[config.mk]
export PLATFORM = sky130hd
export DESIGN_NAME = drive_position_reply_parser
export DESIGN_NICKNAME = d
export VERILOG_FILES = /design/src/rtl/dprp_pkg.sv /design/src/rtl/dprp_queue.sv /design/src/rtl/dprp_front.sv /design/src/rtl/dprp_back.sv /design/src/rtl/drive_position_reply_parser.sv
export SDC_FILE = /design/constraint.sdc
export NUM_CORES = 1
export LEC_CHECK = 0
export ABC_AREA = 1
export BUFFER_PORTS_ARGS = -buffer_cell sky130_fd_sc_hd__buf_4
export CAP_MARGIN = 20
export CORE_MARGIN = 2
export CORE_UTILIZATION = 28
export CTS_CLUSTER_SIZE = 16
export DETAILED_ROUTE_END_ITERATION = 16
export HOLD_SLACK_MARGIN = 0.06
export PLACE_DENSITY_LB_ADDON = 0.08
export SLEW_MARGIN = 10
export SYNTH_ARGS = -nofsm -noshare
export SYNTH_HDL_FRONTEND = slang
export SYNTH_SLANG_ARGS = --single-unit
export TNS_END_PERCENT = 10
[constraint.sdc]
create_clock -name clk -period 5.5 [get_ports clk]
set_input_delay 0 -clock clk [delete_from_list [all_inputs] [get_ports clk]]
set_output_delay 0 -clock clk [all_outputs]
set_load 0.05 [all_outputs]
[src/rtl/dprp_pkg.sv]
`default_nettype none
package dprp_pkg;

    localparam int BUF_SIZE_DEFAULT = 32;
    localparam int QUEUE_DEPTH      = 2;
    localparam int POS_W            = 32;

    // one classified byte, or a frame end, on its way from front to back
    typedef struct packed {
        logic       end_frame;
        logic       overflow;
        logic       is_zero;
        logic       is_space;
        logic       is_plus;
        logic       is_minus;
        logic       is_digit;
        logic [3:0] digit;
        logic       is_f;
        logic       is_p;
    } tok_t;

    typedef struct packed {
        logic signed [POS_W-1:0] position;
        logic                    position_updated;
        logic                    frame_overflowed;
    } res_t;

endpackage
`default_nettype wire

[src/rtl/dprp_queue.sv]
`default_nettype none
module dprp_queue #(
    parameter int WIDTH = 8,
    parameter int DEPTH = 2
) (
    input  wire logic             clk,
    input  wire logic             rst_n,
    input  wire logic             push,
    input  wire logic [WIDTH-1:0] wr_data,
    output logic                  full,
    input  wire logic             pop,
    output logic                  empty,
    output logic [WIDTH-1:0]      rd_data
);
    localparam int PTR_W = (DEPTH > 1) ? $clog2(DEPTH) : 1;
    localparam int CNT_W = $clog2(DEPTH + 1);
    localparam logic [PTR_W-1:0] LAST_PTR = PTR_W'(DEPTH - 1);
    localparam logic [CNT_W-1:0] FULL_CNT = CNT_W'(DEPTH);

    logic [WIDTH-1:0] mem_reg [DEPTH];
    logic [PTR_W-1:0] wr_ptr_reg, wr_ptr_next;
    logic [PTR_W-1:0] rd_ptr_reg, rd_ptr_next;
    logic [CNT_W-1:0] count_reg, count_next;
    logic             do_push, do_pop;

    assign full    = (count_reg == FULL_CNT);
    assign empty   = (count_reg == '0);
    assign rd_data = mem_reg[rd_ptr_reg];
    assign do_push = push && !full;
    assign do_pop  = pop && !empty;

    always_comb
    begin
        wr_ptr_next = wr_ptr_reg;
        rd_ptr_next = rd_ptr_reg;
        count_next  = count_reg;
        if (do_push)
        begin
            wr_ptr_next = (wr_ptr_reg == LAST_PTR) ? '0 : wr_ptr_reg + 1'b1;
        end
        if (do_pop)
        begin
            rd_ptr_next = (rd_ptr_reg == LAST_PTR) ? '0 : rd_ptr_reg + 1'b1;
        end
        if (do_push && !do_pop)
        begin
            count_next = count_reg + 1'b1;
        end
        else if (do_pop && !do_push)
        begin
            count_next = count_reg - 1'b1;
        end
    end

    always_ff @(posedge clk or negedge rst_n)
    begin
        if (!rst_n)
        begin
            wr_ptr_reg <= '0;
            rd_ptr_reg <= '0;
            count_reg  <= '0;
        end
        else
        begin
            wr_ptr_reg <= wr_ptr_next;
            rd_ptr_reg <= rd_ptr_next;
            count_reg  <= count_next;
        end
    end

    always_ff @(posedge clk)
    begin
        if (do_push)
        begin
            mem_reg[wr_ptr_reg] <= wr_data;
        end
    end

endmodule
`default_nettype wire

[src/rtl/dprp_front.sv]
`default_nettype none
module dprp_front #(
    parameter int BUF_SIZE = 32
) (
    input  wire logic        clk,
    input  wire logic        rst_n,
    input  wire logic        accept,
    input  wire logic [7:0]  rx_byte,
    output dprp_pkg::tok_t   tok
);
    import dprp_pkg::*;

    localparam int CNT_W = $clog2(BUF_SIZE);
    localparam logic [CNT_W-1:0] LAST_CNT = CNT_W'(BUF_SIZE - 1);

    localparam logic [7:0] CH_NUL   = 8'h00;
    localparam logic [7:0] CH_SPACE = 8'h20;
    localparam logic [7:0] CH_TAB   = 8'h09;
    localparam logic [7:0] CH_CR    = 8'h0D;
    localparam logic [7:0] CH_PLUS  = 8'h2B;
    localparam logic [7:0] CH_MINUS = 8'h2D;
    localparam logic [7:0] CH_ZERO  = 8'h30;
    localparam logic [7:0] CH_NINE  = 8'h39;
    localparam logic [7:0] CH_SEMI  = 8'h3B;
    localparam logic [7:0] CH_F     = 8'h46;
    localparam logic [7:0] CH_P     = 8'h50;

    logic [CNT_W-1:0] frame_count_reg, frame_count_next;
    logic             is_semi, is_full;
    logic [7:0]       digit_byte;

    assign is_semi    = (rx_byte == CH_SEMI);
    assign is_full    = (frame_count_reg == LAST_CNT);
    assign digit_byte = rx_byte - CH_ZERO;

    always_comb
    begin
        tok.end_frame = is_semi || is_full;
        tok.overflow  = !is_semi;
        tok.is_zero   = (rx_byte == CH_NUL);
        tok.is_space  = (rx_byte == CH_SPACE) || (rx_byte >= CH_TAB && rx_byte <= CH_CR);
        tok.is_plus   = (rx_byte == CH_PLUS);
        tok.is_minus  = (rx_byte == CH_MINUS);
        tok.is_digit  = (rx_byte >= CH_ZERO) && (rx_byte <= CH_NINE);
        tok.digit     = digit_byte[3:0];
        tok.is_f      = (rx_byte == CH_F);
        tok.is_p      = (rx_byte == CH_P);
    end

    always_comb
    begin
        frame_count_next = frame_count_reg;
        if (accept)
        begin
            frame_count_next = tok.end_frame ? '0 : frame_count_reg + 1'b1;
        end
    end

    always_ff @(posedge clk or negedge rst_n)
    begin
        if (!rst_n)
        begin
            frame_count_reg <= '0;
        end
        else
        begin
            frame_count_reg <= frame_count_next;
        end
    end

endmodule
`default_nettype wire

[src/rtl/dprp_back.sv]
`default_nettype none
module dprp_back (
    input  wire logic        clk,
    input  wire logic        rst_n,
    input  wire logic        tok_valid,
    input  wire dprp_pkg::tok_t tok,
    output logic             tok_pop,
    input  wire logic        res_full,
    output logic             res_push,
    output dprp_pkg::res_t   res
);
    import dprp_pkg::*;

    typedef enum logic [1:0] {
        PH_SPACE,
        PH_SIGN,
        PH_DIGITS,
        PH_DONE
    } phase_t;

    localparam logic [POS_W-1:0] MAG_LIMIT = {1'b1, {(POS_W-1){1'b0}}};
    localparam logic [POS_W-1:0] POS_MAX   = {1'b0, {(POS_W-1){1'b1}}};
    localparam int               PROD_W    = POS_W + 4;

    phase_t           phase_reg, phase_next;
    logic             neg_reg, neg_next;
    logic [POS_W-1:0] mag_reg, mag_next;
    logic             digit_seen_reg, digit_seen_next;
    logic             prev_f_reg, prev_f_next;
    logic             echo_reg, echo_next;
    logic             text_ended_reg, text_ended_next;
    logic [POS_W-1:0] stored_reg, stored_next;

    logic [PROD_W-1:0] mag_ext, prod;
    logic [POS_W-1:0]  mag_taken;
    logic [POS_W-1:0]  value;
    logic              updated;

    // m*10 + d, saturated at 2^31
    assign mag_ext   = {4'b0, mag_reg};
    assign prod      = (mag_ext << 3) + (mag_ext << 1) + {{(PROD_W-4){1'b0}}, tok.digit};
    assign mag_taken = (prod > {4'b0, MAG_LIMIT}) ? MAG_LIMIT : prod[POS_W-1:0];

    always_comb
    begin
        if (neg_reg)
        begin
            value = mag_reg[POS_W-1] ? MAG_LIMIT : (~mag_reg + 1'b1);
        end
        else
        begin
            value = mag_reg[POS_W-1] ? POS_MAX : mag_reg;
        end
    end

    assign tok_pop  = tok_valid && (!tok.end_frame || !res_full);
    assign res_push = tok_pop && tok.end_frame;
    assign updated  = digit_seen_reg && !echo_reg;

    always_comb
    begin
        res.position         = updated ? value : stored_reg;
        res.position_updated = updated;
        res.frame_overflowed = tok.overflow;
    end

    always_comb
    begin
        phase_next      = phase_reg;
        neg_next        = neg_reg;
        mag_next        = mag_reg;
        digit_seen_next = digit_seen_reg;
        prev_f_next     = prev_f_reg;
        echo_next       = echo_reg;
        text_ended_next = text_ended_reg;
        stored_next     = stored_reg;
        if (tok_pop)
        begin
            if (tok.end_frame)
            begin
                stored_next     = res.position;
                phase_next      = PH_SPACE;
                neg_next        = 1'b0;
                mag_next        = '0;
                digit_seen_next = 1'b0;
                prev_f_next     = 1'b0;
                echo_next       = 1'b0;
                text_ended_next = 1'b0;
            end
            else if (!text_ended_reg)
            begin
                if (tok.is_zero)
                begin
                    text_ended_next = 1'b1;
                end
                else
                begin
                    if (prev_f_reg && tok.is_p)
                    begin
                        echo_next = 1'b1;
                    end
                    prev_f_next = tok.is_f;
                    case (phase_reg)
                        PH_SPACE:
                        begin
                            if (tok.is_space)
                            begin
                                phase_next = PH_SPACE;
                            end
                            else if (tok.is_plus || tok.is_minus)
                            begin
                                neg_next   = tok.is_minus;
                                phase_next = PH_SIGN;
                            end
                            else if (tok.is_digit)
                            begin
                                mag_next        = mag_taken;
                                digit_seen_next = 1'b1;
                                phase_next      = PH_DIGITS;
                            end
                            else
                            begin
                                phase_next = PH_DONE;
                            end
                        end
                        PH_SIGN, PH_DIGITS:
                        begin
                            if (tok.is_digit)
                            begin
                                mag_next        = mag_taken;
                                digit_seen_next = 1'b1;
                                phase_next      = PH_DIGITS;
                            end
                            else
                            begin
                                phase_next = PH_DONE;
                            end
                        end
                        default:
                        begin
                            phase_next = phase_reg;
                        end
                    endcase
                end
            end
        end
    end

    always_ff @(posedge clk or negedge rst_n)
    begin
        if (!rst_n)
        begin
            phase_reg      <= PH_SPACE;
            neg_reg        <= 1'b0;
            mag_reg        <= '0;
            digit_seen_reg <= 1'b0;
            prev_f_reg     <= 1'b0;
            echo_reg       <= 1'b0;
            text_ended_reg <= 1'b0;
            stored_reg     <= '0;
        end
        else
        begin
            phase_reg      <= phase_next;
            neg_reg        <= neg_next;
            mag_reg        <= mag_next;
            digit_seen_reg <= digit_seen_next;
            prev_f_reg     <= prev_f_next;
            echo_reg       <= echo_next;
            text_ended_reg <= text_ended_next;
            stored_reg     <= stored_next;
        end
    end

    // magnitude never goes past the saturation point
    mag_limit_a: assert property (@(posedge clk) disable iff (!rst_n)
        mag_reg <= MAG_LIMIT)
        else $error("magnitude beyond saturation");

    // still skipping whitespace means nothing has been gathered yet
    space_clean_a: assert property (@(posedge clk) disable iff (!rst_n)
        (phase_reg == PH_SPACE) |-> (!digit_seen_reg && mag_reg == '0 && !neg_reg))
        else $error("whitespace phase with gathered value");

    // digits phase always has a digit behind it
    digits_seen_a: assert property (@(posedge clk) disable iff (!rst_n)
        (phase_reg == PH_DIGITS) |-> digit_seen_reg)
        else $error("digits phase without a digit");

    // a frame end clears the scan for the next frame
    end_clears_a: assert property (@(posedge clk) disable iff (!rst_n)
        res_push |=> (phase_reg == PH_SPACE && !text_ended_reg && !echo_reg))
        else $error("scan not cleared after frame end");

endmodule
`default_nettype wire

[src/rtl/drive_position_reply_parser.sv]
// channel   | transfer on           | payload
// ----------+-----------------------+--------------------------------------------
// bytes in  | push && !full         | rx_byte
// result out| pop && !empty         | position, position_updated, frame_overflowed
//
// one byte is taken every cycle that full is low; the back end consumes one classified
// byte a cycle; a frame end waits while the result queue is full, then queues a result
// full only rises when the two-entry byte queue backs up behind a stalled result queue
// reset clears the frame count, the scan state, the stored position and both queues
// no clearing pass: the block takes bytes in the first cycle after reset
`default_nettype none
module drive_position_reply_parser #(
    parameter int BUF_SIZE = dprp_pkg::BUF_SIZE_DEFAULT
) (
    input  wire logic                          clk,
    input  wire logic                          rst_n,
    input  wire logic                          push,
    output logic                               full,
    input  wire logic [7:0]                    rx_byte,
    output logic                               empty,
    input  wire logic                          pop,
    output logic signed [dprp_pkg::POS_W-1:0]  position,
    output logic                               position_updated,
    output logic                               frame_overflowed
);
    import dprp_pkg::*;

    localparam int TOK_W = $bits(tok_t);
    localparam int RES_W = $bits(res_t);

    tok_t             front_tok;
    logic [TOK_W-1:0] tok_q_data;
    tok_t             back_tok;
    logic             tok_q_empty;
    logic             tok_pop;
    logic             accept;

    res_t             back_res;
    logic             res_push;
    logic             res_full;
    logic [RES_W-1:0] res_q_data;
    res_t             out_res;

    // a byte transfer happens whenever push is high and the byte queue has room
    assign accept = push && !full;

    // front: frame length count and byte classification
    dprp_front #(
        .BUF_SIZE (BUF_SIZE)
    ) u_front (
        .clk     (clk),
        .rst_n   (rst_n),
        .accept  (accept),
        .rx_byte (rx_byte),
        .tok     (front_tok)
    );

    // short queue of classified bytes between front and back
    dprp_queue #(
        .WIDTH (TOK_W),
        .DEPTH (QUEUE_DEPTH)
    ) u_tok_q (
        .clk     (clk),
        .rst_n   (rst_n),
        .push    (push),
        .wr_data (front_tok),
        .full    (full),
        .pop     (tok_pop),
        .empty   (tok_q_empty),
        .rd_data (tok_q_data)
    );

    assign back_tok = tok_t'(tok_q_data);

    // back: decimal scan, saturation, echo marker search and the stored position
    dprp_back u_back (
        .clk       (clk),
        .rst_n     (rst_n),
        .tok_valid (!tok_q_empty),
        .tok       (back_tok),
        .tok_pop   (tok_pop),
        .res_full  (res_full),
        .res_push  (res_push),
        .res       (back_res)
    );

    // result queue: lets the back end keep scanning while a result waits
    dprp_queue #(
        .WIDTH (RES_W),
        .DEPTH (QUEUE_DEPTH)
    ) u_res_q (
        .clk     (clk),
        .rst_n   (rst_n),
        .push    (res_push),
        .wr_data (back_res),
        .full    (res_full),
        .pop     (pop),
        .empty   (empty),
        .rd_data (res_q_data)
    );

    assign out_res          = res_t'(res_q_data);
    assign position         = out_res.position;
    assign position_updated = out_res.position_updated;
    assign frame_overflowed = out_res.frame_overflowed;

endmodule
`default_nettype wire
### Word level (Yosys, flattened, before mapping)

Memories as Yosys holds them, arrays and structs flattened.
Cells that the tools add are included.

* reduce and logical (&&, ||, !) cells: 46
* shift-type cells: 0
* muxes and demuxes: 55
* equal/unequal tests: 16
* div/mod/pow operators: 0
* $mul: 0
* add/subtract/negate cells: 13
* bitwise gates (word level): 1
* magnitude comparators: 5

Operators with widths (number)
* $mux W32: 10
* $pmux W32 S2: 1
* $add A35 B33 Y36: 1
* $add A36 B4 Y36: 1
* $gt A36 B32 Y1 const B: 1
* $add A32 B1 Y32 const B: 1
* $eq A8 B6 Y1 const B: 4
* $not A32 Y32: 1
* $mux W1: 31
* $mux W31: 1
* $mux W2: 9
* $eq A8 B7 Y1 const B: 2
* $logic_and A1 B1 Y1: 14
* $reduce_and A6 Y1: 2
* $logic_not A1 Y1: 11
* $reduce_bool A2 Y1: 5
* $ge A8 B4 Y1 const B: 1
* $ge A8 B6 Y1 const B: 1
* $le A8 B4 Y1 const B: 1
* $le A8 B6 Y1 const B: 1
* $logic_not A8 Y1: 1
* $reduce_and A4 Y1: 2
* $eq A2 B2 Y1 const B: 3
* $logic_not A2 Y1: 3
* 17 further kinds: 28

* register bits: 84
* memories: 2
* latch bits: 0
* memory bits (read-only): 0
* word-level logic and storage cells: 153
* input bits: 12
* RAM bits: 94

Memories
* u_res_q.mem_reg: words 2, bits a word 34, read ports 1, clocked after memory_dff 0, wr ports 1, RTL line dprp_queue.sv:20 `logic [WIDTH-1:0] mem_reg [DEPTH];`
* u_tok_q.mem_reg: words 2, bits a word 13, read ports 1, clocked after memory_dff 0, wr ports 1, RTL line dprp_queue.sv:20

### Depth between registers and ports, before layout

Gate-level depths: netlist (run 1).

* depth in word-level cells: 11
* depth in mapped cells: 27

### Modules after synthesis

Synthesis (run 1) repeated with hierarchy kept, for this count alone.

* cell total of the unflattened synthesis: 1575
* area total of the unflattened synthesis: 11868.9 µm²

Modules (own cells, without submodules)
* dprp_back: instances 1, cells each 1195, area an instance 7493.4 µm²
* dprp_queue (u_res_q): instances 1, cells each 209, area an instance 2711.4 µm²
* dprp_queue (u_tok_q): instances 1, cells each 99, area an instance 1178.6 µm²
* dprp_front: instances 1, cells each 69, area an instance 471.7 µm²
* drive_position_reply_parser: instances 1, cells each 3, area an instance 13.8 µm²

### Least setup slack after synthesis (run 1)

No wires, ideal clock.

* kind: register -> register
* start: register u_tok_q.rd_ptr_reg
* end: memory u_res_q.mem_reg[0][0] (netlist name) (enable)
* arrival: 2.744 ns
* required time: 5.075 ns
* cell stages (with the launch flop): 8
* path slack: 2.331 ns
* cells stage by stage: dfrtp_1 -> buf_4 -> nand2_1 -> nand2_4 -> a32oi_4 -> nand2_1 -> clkbuf_1 -> nor2_1

* word-level cells in the longest chain between the ends: 8

Ends and longest elaborated chain
* start, declared: RTL line dprp_queue.sv:22 `logic [PTR_W-1:0] rd_ptr_reg, rd_ptr_next;`
* start signal, assigned: RTL line dprp_queue.sv:66 `rd_ptr_reg <= rd_ptr_next;`
* $mem_v2 Z2 W13 *
* $logic_not A1 Y1: RTL line dprp_back.sv:56 `assign tok_pop = tok_valid && (!tok.end_frame || !res_full);`
* $logic_or A1 B1 Y1: RTL line dprp_back.sv:56
* $logic_and A1 B1 Y1: RTL line dprp_back.sv:56
* $logic_and A1 B1 Y1 *: RTL line dprp_back.sv:57 `assign res_push = tok_pop && tok.end_frame;`
* $logic_and A1 B1 Y1 *: RTL line dprp_queue.sv:29 `assign do_push = push && !full;`
* $mux W1 *: RTL line dprp_queue.sv:73 `if (do_push)`
* $mux W1 (implied by the code) *: RTL line dprp_queue.sv:75 `mem_reg[wr_ptr_reg] <= wr_data;`
* end, declared: RTL line dprp_queue.sv:20

Mark *: on every way between the ends. The rest lies on a longest branch, timed or not.

### Worst setup path after layout (run 1)

* start: register u_tok_q.rd_ptr_reg
* end: register u_back.mag_reg[9]

* word-level cells in the longest chain between the ends: 11
* elaborated cells on any way between the ends: 21

Ends and longest elaborated chain
* $mem_v2 Z2 W13 *
* $add A36 B4 Y36: RTL line dprp_back.sv:41 `assign prod = (mag_ext << 3) + (mag_ext << 1) + {{(PROD_W-4){1'b0}}, tok.digit};`
* $gt A36 B32 Y1: RTL line dprp_back.sv:42 `assign mag_taken = (prod > {4'b0, MAG_LIMIT}) ? MAG_LIMIT : prod[POS_W-1:0];`
* $mux W32: RTL line dprp_back.sv:42
* $mux W32: RTL line dprp_back.sv:115, dprp_back.sv:128
* $mux W32: RTL line dprp_back.sv:110 `else if (tok.is_plus || tok.is_minus)`
* $mux W32: RTL line dprp_back.sv:106 `if (tok.is_space)`
* $pmux W32 S2: RTL line dprp_back.sv:103 `case (phase_reg)`
* $mux W32: RTL line dprp_back.sv:92 `if (tok.is_zero)`
* $mux W32: RTL line dprp_back.sv:90 `else if (!text_ended_reg)`
* $mux W32: RTL line dprp_back.sv:79 `if (tok.end_frame)`
* end signal, assigned: RTL line dprp_back.sv:166 `mag_reg <= mag_next;`
* end, declared: RTL line dprp_back.sv:27 `logic [POS_W-1:0] mag_reg, mag_next;`

Mark *: on every way between the ends. The rest lies on a longest branch, timed or not. The select of a mux whose other input is x is not followed.
A chain may end at the register's enable or synchronous reset.

==> flow_metrics.env, run 1 <==
export IMPL_status="finished clean"
export IMPL_areaGrowthSynthToFinish_pct=14.5
export IMPL_synth_cells=1523
export IMPL_synth_edf_count=94
export IMPL_yosys_register_bits=178
export IMPL_synthMostInstantiatedCell="nand2_1"
export IMPL_ys_warn_count=0
export IMPL_ant_nets=0
export IMPL_cts_tree="built"
export IMPL_clock_sinks=178
export IMPL_fmax_ghz=0.249
export IMPL_max_clock_path_buffers=2
export IMPL_synth_common_cells="nand2_1, inv_1, nor2_1, edfxtp_1, dfrtp_1"
export IMPL_grt_first_pass_wirelength_um=52000
export IMPL_crit_fanout=32
export IMPL_grt_use_total_pct=16.1
export IMPL_nFillCells=4401
export IMPL_placed_cells=2073
export IMPL_period_needed_ps=4020
export IMPL_synth_largest_area_cell="edfxtp_1"
export IMPL_hold_path_class="input pin to flip-flop"
export IMPL_hpwlAfterDp_um=25600
export IMPL_fin_skew_ps=13.3
export IMPL_r2r_slack_ps=1480
export IMPL_place_congestion=0.884
export IMPL_hold_viol_final=0
export IMPL_peakVddDrop_mv=0.218
export IMPL_finalWirelength_um=33300
export IMPL_power_density_nw_per_um2=497
export IMPL_die_x_um=206
export IMPL_grt_overflow=0
export IMPL_cp_arrival_ps=4400
export IMPL_setup_viol=0
export IMPL_initial_utilization_pct=28.2
export IMPL_stdcell_count=2122
export IMPL_cts_root_buf="clkbuf_16"
export IMPL_nets=1661
export IMPL_drv_cap=0
export IMPL_required_ps=5880
export IMPL_post_drt_wl_per_cell_um=15.7
export IMPL_grt_pass1_vias=9094
export IMPL_hold_buffers=15
export IMPL_synth_cell_type_count=49
export IMPL_diodes=0
export IMPL_synthFlopType="edfxtp_1"
export IMPL_clkTransAtPathRegs_ps=70
export IMPL_grt_max_degree=56
export IMPL_relSlewSlack_pct=36.4
export IMPL_port_buffers=47
export IMPL_synth_area_top_cells="edfxtp_1, nand2_1, dfrtp_1"
export IMPL_synth_fp_nets=1607
export IMPL_tightest_slew_ps=953
export IMPL_cts_htree_levels=4
export IMPL_slew_violations=0
export IMPL_rsz0062_at_grt="false"
export IMPL_critPathKind="flip-flop to flip-flop"
export IMPL_drive_above_1_share_pct=7.36
export IMPL_avgSynthCellArea_um2=7.51
export IMPL_clk_latency_ps=440
export IMPL_yosysSeqAreaShare_pct=43.0
export IMPL_synth_top_area_share_pct=24.7
export IMPL_antenna_found_initial=0
export IMPL_first_iter_violations=618
export IMPL_core_area_um2=40600
export IMPL_die_area_um2=42500
export IMPL_crit_path_end_kind="flip-flop"
export IMPL_vias=9477
export IMPL_ios=48
export IMPL_firstDrtPassIters=5
export IMPL_synth_area_um2=11400
export IMPL_p_leak_nw=6.63
export IMPL_largest_reg_flops=68
export IMPL_start_kind="flip-flop"
export IMPL_cts_buffers=17
export IMPL_tns_ps=0
export IMPL_fin_crit_sh_pct=73.1
export IMPL_drc=0
export IMPL_die_y_um=206
export IMPL_vias_per_cell=4.47
export IMPL_post_cts_buffers=0
export IMPL_rows=74
export IMPL_ys_async_sr_fraction_pct=47.2
export IMPL_cts_resized=0
-- layout by cell type, fill, tap and decap left out, types with 6 or more instances in the layout --
cell type        n
a21oi_1         49
buf_4           59
clkbuf_16       17
dfrtp_1         84
dlygate4sd3_1   15
edfxtp_1        94
ha_1            70
inv_1          166
nand2_1        605
nand3_1         82
nand4_1         16
nor2_1         129
nor3_1          17
nor4_1           6
o21ai_0         53
xnor2_1         20
xor2_1          25
-- final cells by class --
cell class | count | area [um2] | area share (%)
Clock buffer | 19 | 433 | 3.30
Clock inverter | 13 | 121 | 0.926
Inverter | 172 | 648 | 4.95
Multi-Input combinational cell | 1132 | 5680 | 43.3
Sequential cell | 178 | 4920 | 37.6
Tap cell | 532 | 666 | 5.08
Timing Repair Buffer | 76 | 633 | 4.83
-- power by group --
group / internal [mW] / switching (mW)
registers: 1.94 / 0.228
logic: 0.930 / 2.25
clock network: 0.596 / 0.565
-- layer usage --
| metal | vias up | routed length (um) | GRT usage [%] | share of wire [%] |
|---|---|---|---|---|
| li1 | 4993 | - | - | - |
| met1 | 4327 | 17000 | 23.1 | 51 |
| met2 | 128 | 15000 | 25.6 | 45 |
| met3 | 29 | 810 | 1.97 | 2.4 |
| met4 | 0 | 519 | 4.31 | 1.6 |
| met5 | - | 0 | 0 | 0 |
-- worst paths after layout --
kind	from	endpoint	cells after the start
setup reg to reg	u_tok_q.rd_ptr_reg	u_back.mag_reg[9]	21
hold reg to reg	u_back.stored_reg[11]	u_back.stored_reg[11]	2
hold / removal	rx_byte[0]	u_tok_q.mem_reg[0][2]	2
max in group asynchronous	rst_n	u_back.stored_reg[21]	4
min in group asynchronous	rst_n	u_back.stored_reg[24]	3
setup / recovery	u_tok_q.rd_ptr_reg	u_back.mag_reg[9]	21
-- worst max-delay path, stage by stage, from the launching register on --
cell and delay, ps:
dfrtp_1 730, inv_4 150, nand2_1 100, nand2_1 50, ha_1 270, ha_1 280
inv_1 90, fa_1 400, inv_1 100, nand2_1 70, nand3_2 90, nand2_1 80
nand2_1 100, nand2_1 70, nand2_1 100, nand2_1 60, nand2_1 80, xor2_1 140
nand2_1 100, nor2_4 600, nand3_1 190, nand2_1 90
-- stage by stage --
stage          instance area (um2)  worst slack (ps)  hold WS [ps]  power, mW  utilization [%]
6_report                     13100              1480           324       6.51             32.3
5_1_grt                      13100              1040           322       7.03             32.3
4_1_cts                      13100              1430           317       6.59             32.2
3_5_place_dp                 12400              1470         -1.12       5.39             30.5
3_3_place_gp                 12400              1470         -7.47       5.39             30.5
2_1_floorplan                11400              2330          -296       4.43                -
-- cell families after synthesis --
kind of cell / count (synthesis) / synth area share [%]
flops: 178 / 43.0
fa+ha+maj: 72 / 8.00
compound gates: 129 / 6.28
simple gates: 884 / 31.5
xor+xnor: 45 / 3.44
buf+inv: 213 / 7.54
mux: 2 / 0.175
Power figures use the tool's default switching activity.
==> run 2, diff against run 1 <==
clock period = 4 ns   (was 5.5 ns; I/O delays follow)
==> flow_metrics.env, run 2 (synthesis gave the netlist of run 1 again) <==
export IMPL_status="finished clean"
export IMPL_grt_max_degree=46
export IMPL_post_place_ws_ps=199
export IMPL_grt_use_total_pct=16.4
export IMPL_hold_path_class="input pin to async pin"
export IMPL_finalWirelength_um=33400
export IMPL_diodes=0
export IMPL_ios=48
export IMPL_cts_buffers=17
export IMPL_core_area_um2=40600
export IMPL_rows=74
export IMPL_initial_utilization_pct=28.2
export IMPL_reg2reg_from="u_tok_q.rd_ptr_reg"
export IMPL_drc=0
export IMPL_critPathKind="flip-flop to flip-flop"
export IMPL_cts_tree="built"
export IMPL_die_y_um=206
export IMPL_tightest_slew_ps=728
export IMPL_hold_viol_final=0
export IMPL_grt_first_pass_wirelength_um=53300
export IMPL_rr_worst_depth=22
export IMPL_grt_overflow=0
export IMPL_crit_fanout=11
export IMPL_nets=1672
export IMPL_ant_nets=0
export IMPL_antenna_found_initial=0
export IMPL_post_cts_buffers=0
export IMPL_p_leak_nw=6.71
export IMPL_clk_latency_ps=440
export IMPL_fmax_ghz=0.276
export IMPL_vias=9594
export IMPL_critPathTopFamily="simple AND/OR/NAND/NOR gates"
export IMPL_port_buffers=47
export IMPL_areaGrowthSynthToFinish_pct=15.7
export IMPL_firstDrtPassIters=5
export IMPL_setup_ws_ps=371
export IMPL_power_total_mw=9.10
export IMPL_cp_num_buf_inv=4
export IMPL_cp_arrival_ps=4000
export IMPL_r2r_end="u_back.mag_reg[5]"
export IMPL_crit_top_cell="nand2_1"
export IMPL_largest_reg_flops=68
export IMPL_period_needed_ps=3630
export IMPL_final_cell_mix="nand2_1, inv_1, nor2_1, edfxtp_1, dfrtp_1"
export IMPL_drive_above_1_share_pct=8.37
export IMPL_cp_cell_sequence="inv_4 -> nand2_1 -> nand2_1 -> ha_1 -> ha_2 -> inv_1 -> fa_1 -> inv_1 -> nand2_1 -> nand3_2 -> nand2_1 -> nand2_1 -> nand2_1 -> nand2_1 -> nand2_1 -> nand2_1 -> xor2_1 -> nand2_1 -> nor2_4 -> buf_4 -> nand3_1 -> nand2_1"
export IMPL_layout_commonest_cell="nand2_1"
export IMPL_final_core_utilization_pct=32.7
export IMPL_die_x_um=206
export IMPL_setup_viol=0
export IMPL_tns_ps=0
export IMPL_fin_crit_sh_pct=90.7
export IMPL_r2r_slack_ps=370
export IMPL_relSlewSlack_pct=51.0
export IMPL_first_iter_violations=657
export IMPL_clkTransAtPathRegs_ps=70
export IMPL_cts_root_buf="clkbuf_16"
export IMPL_hpwlAfterDp_um=26200
export IMPL_die_area_um2=42500
export IMPL_crit_path_end_kind="flip-flop"
export IMPL_cts_htree_levels=4
export IMPL_slowest_delay_ps=460
export IMPL_rsz0062_at_grt="false"
export IMPL_drv_cap=0
export IMPL_start_kind="flip-flop"
export IMPL_slowest_stage="dfrtp_2"
export IMPL_required_ps=4380
export IMPL_peakVddDrop_mv=0.298
export IMPL_post_drt_wl_per_cell_um=15.7
export IMPL_grt_pass1_vias=9214
export IMPL_slew_violations=0
export IMPL_max_clock_path_buffers=2
export IMPL_place_congestion=0.878
export IMPL_fin_skew_ps=15.6
export IMPL_power_density_nw_per_um2=687
export IMPL_vias_per_cell=4.50
export IMPL_clock_sinks=178
run 2: worst register-to-register path, delay by kind of cell (launching register included):
kind	cells	cell delay [ps]
simple gates	14	1450
flops	1	460
fa+ha+maj	3	950
xor+xnor	1	160
buf+inv	4	550
run 2: how the worst max path moves through the flow:
stage                            start                     to  depth (start not counted)  slack (ps)
detailed placement  u_tok_q.rd_ptr_reg      u_back.mag_reg[4]                         22         200
CTS                 u_tok_q.rd_ptr_reg      u_back.mag_reg[4]                         22         140
global route        u_tok_q.rd_ptr_reg      u_back.mag_reg[5]                         22          30
finish              u_tok_q.rd_ptr_reg      u_back.mag_reg[5]                         22         370
floorplan           u_tok_q.rd_ptr_reg  u_res_q.mem_reg[0][0]                          7         830
global placement    u_tok_q.rd_ptr_reg      u_back.mag_reg[1]                         22         170
run 2: power breakdown:
group | switching (mW) | internal (mW)
Sequential | 0.272 | 2.67
Combinational | 3.15 | 1.31
Clock | 0.768 | 0.938
Total | 4.19 | 4.91
run 2: routing by layer:
| layer | routed length, um | vias to the layer above | GRT usage (%) |
|---|---|---|---|
| met4 | 566 | 0 | 4.41 |
| met2 | 15000 | 123 | 25.9 |
| met1 | 17100 | 4429 | 23.4 |
| met5 | 0 | - | 0 |
| met3 | 806 | 28 | 2.10 |
| li1 | - | 5014 | - |
run 2: area by class of cell:
| type | count | area, um2 |
|---|---|---|
| fillers | 4342 | 27300 |
| multi-input cells | 1132 | 5680 |
| flip-flops and latches | 178 | 4930 |
| repair buffers | 87 | 731 |
| well taps | 532 | 666 |
| inverters | 172 | 648 |
| clock buffers | 17 | 425 |
| clock inverters | 15 | 173 |
run 2: stage by stage:
step           hold WS (ps)  std cells  cell area (um2)
3_5_place_dp           78.6       2087            12500
5_1_grt                 179       2133            13200
6_report                132       2133            13200
2_1_floorplan          -296       1523            11400
3_3_place_gp           83.1       2087            12500
4_1_cts                 138       2132            13200
run 2: timing repair:
item / in CTS / in global routing
hold buffers: 13 / 0
gates resized for setup: 0 / 2
endpoints found under the setup margin: 0 / 32
endpoints found under the hold margin: 69 / 0
==> run 3, diff against run 2 <==
CELL_PAD_IN_SITES_DETAIL_PLACEMENT = 1   (was unset)
CELL_PAD_IN_SITES_GLOBAL_PLACEMENT = 1   (was unset)
==> flow_metrics.env, run 3 (synthesis gave the netlist of run 1 again) <==
export IMPL_ios=48
export IMPL_nets=1668
export IMPL_initial_utilization_pct=28.2
export IMPL_clock_sinks=178
export IMPL_p_leak_nw=6.68
export IMPL_crit_fanout=31
export IMPL_first_iter_violations=463
export IMPL_drc=0
export IMPL_die_x_um=206
export IMPL_vias_per_cell=4.61
export IMPL_drive_above_1_share_pct=8.02
export IMPL_final_cell_mix="nand2_1, inv_1, nor2_1, edfxtp_1, dfrtp_1"
export IMPL_fmax_ghz=0.279
export IMPL_areaGrowthSynthToFinish_pct=15.0
export IMPL_rr_worst_depth=18
export IMPL_required_ps=4370
export IMPL_firstDrtPassIters=7
export IMPL_rows=74
export IMPL_power_total_mw=9.07
export IMPL_finalWirelength_um=36200
export IMPL_cts_root_buf="clkbuf_16"
export IMPL_grt_first_pass_wirelength_um=58400
export IMPL_fin_skew_ps=14.2
export IMPL_layout_commonest_cell="nand2_1"
export IMPL_relSlewSlack_pct=47.6
export IMPL_slowest_stage="dfrtp_1"
export IMPL_sequentialPowerShare_pct=32.6
export IMPL_rsz0062_at_grt="false"
export IMPL_grt_use_total_pct=17.8
export IMPL_cp_arrival_ps=3960
export IMPL_crit_path_end_kind="flip-flop"
export IMPL_nFillCells=4948
export IMPL_status="finished clean"
export IMPL_ant_nets=0
export IMPL_pwr_share_clk_pct=18.3
export IMPL_cts_buffers=17
export IMPL_post_drt_wl_per_cell_um=17.0
export IMPL_multi_input_area_um2=5680
export IMPL_antenna_found_initial=0
export IMPL_grt_pass1_vias=10100
export IMPL_cts_htree_levels=4
export IMPL_critPathKind="flip-flop to flip-flop"
export IMPL_place_congestion=0.808
export IMPL_cp_cell_sequence="mux2i_1 -> fa_1 -> inv_1 -> ha_1 -> nand2_1 -> nor2_1 -> nand3_1 -> nand3_1 -> nand3_1 -> nand2_1 -> nand2_1 -> nand3_1 -> xnor2_1 -> inv_1 -> nand2_1 -> buf_12 -> nand3_1 -> nand2_1"
export IMPL_switching_power_mw=4.30
export IMPL_drv_cap=0
export IMPL_clkTransAtPathRegs_ps=80
export IMPL_core_area_um2=40600
export IMPL_grt_max_degree=56
export IMPL_peakVddDrop_mv=0.288
export IMPL_hold_path_class="input pin to async pin"
export IMPL_clk_latency_ps=440
export IMPL_max_clock_path_buffers=2
export IMPL_die_y_um=206
export IMPL_p_comb_share_pct=49.1
export IMPL_tns_ps=0
export IMPL_start_kind="flip-flop"
export IMPL_hold_viol_final=0
export IMPL_grt_overflow=0
export IMPL_register_area_um2=4920
export IMPL_die_area_um2=42500
export IMPL_largest_reg_flops=68
export IMPL_period_needed_ps=3590
export IMPL_hpwlAfterDp_um=28400
export IMPL_slew_violations=0
export IMPL_post_cts_buffers=0
export IMPL_vias=9808
export IMPL_swShare_pct=47.4
export IMPL_slowest_delay_ps=520
export IMPL_cts_tree="built"
export IMPL_diodes=0
export IMPL_cellInternalPower_mw=4.77
export IMPL_port_buffers=47
export IMPL_power_density_nw_per_um2=689
export IMPL_tightest_slew_ps=783
export IMPL_setup_viol=0
export IMPL_fin_crit_sh_pct=89.7
[run 3: cell types whose count changed in the layout (fill, tap and decap cells not counted), sizes merged]
cell / change
clkinvlp: -1
inv: +1
bufinv: -2
buf: -4
clkinv: +2
[run 3: path summary, 6_finish.rpt]
check | start | endpoint | slack (ps)
min reg2reg | u_back.stored_reg[16] | u_back.stored_reg[16] | 490
max in group asynchronous | rst_n | u_back.mag_reg[26] | 2860
min | rst_n | u_back.stored_reg[9] | 140
max | u_tok_q.rd_ptr_reg | u_back.mag_reg[22] | 410
min in group clk | rx_byte[0] | u_tok_q.mem_reg[0][2] | 340
max reg2reg | u_tok_q.rd_ptr_reg | u_back.mag_reg[22] | 410
[run 3: layer usage]
| metal | track usage [%] | wire length [um] | up-vias | share of wire [%] |
|---|---|---|---|---|
| met5 | 0 | 0 | - | 0 |
| met4 | 4.59 | 456 | 0 | 1.3 |
| met3 | 2.11 | 572 | 19 | 1.6 |
| met2 | 27.9 | 16300 | 71 | 45 |
| met1 | 25.8 | 18800 | 4717 | 52 |
| li1 | - | - | 5001 | - |
[run 3: cell type report]
class | count | area share, %
Timing Repair Buffer | 83 | 5.08
Clock buffer | 17 | 3.23
Inverter | 172 | 4.92
Tap cell | 532 | 5.06
Multi-Input combinational cell | 1132 | 43.2
Clock inverter | 15 | 1.12
Sequential cell | 178 | 37.4
[run 3: critical path: cells and delay by family (launching register included)]
family        cells  cell delay, ps
xor+xnor          1             290
fa+ha+maj         2             760
buf+inv           3             380
flops             1             520
mux               1             300
simple gates     11            1260
[run 3: repair_timing]
item | in CTS | in global routing
hold buffers | 13 | 0
gates resized for setup | 0 | 1
setup endpoints to repair | 0 | 29
endpoints found under the hold margin | 71 | 0
[run 3: through the flow]
step | utilization, % | instances | setup WS, ps | hold WS (ps) | instance area [um2]
after floorplan | - | 1523 | 831 | -296 | 11400
after global placement | 30.7 | 2083 | 260 | 95.5 | 12400
after detailed placement | 30.7 | 2084 | 243 | 85.5 | 12500
after CTS | 32.4 | 2129 | 220 | 151 | 13200
after global routing | 32.5 | 2129 | 27.9 | 188 | 13200
final | 32.5 | 2129 | 410 | 143 | 13200
[run 3: power by group through the flow]
stage	Combinational [mW]	Clock [mW]	Sequential [mW]
6_report	4.46	1.66	2.95
5_1_grt	5.01	1.79	3.02
4_1_cts	4.57	1.72	2.96
3_5_place_dp	4.55	0	3.00
3_3_place_gp	4.50	0	2.98
2_1_floorplan	3.19	0	2.90
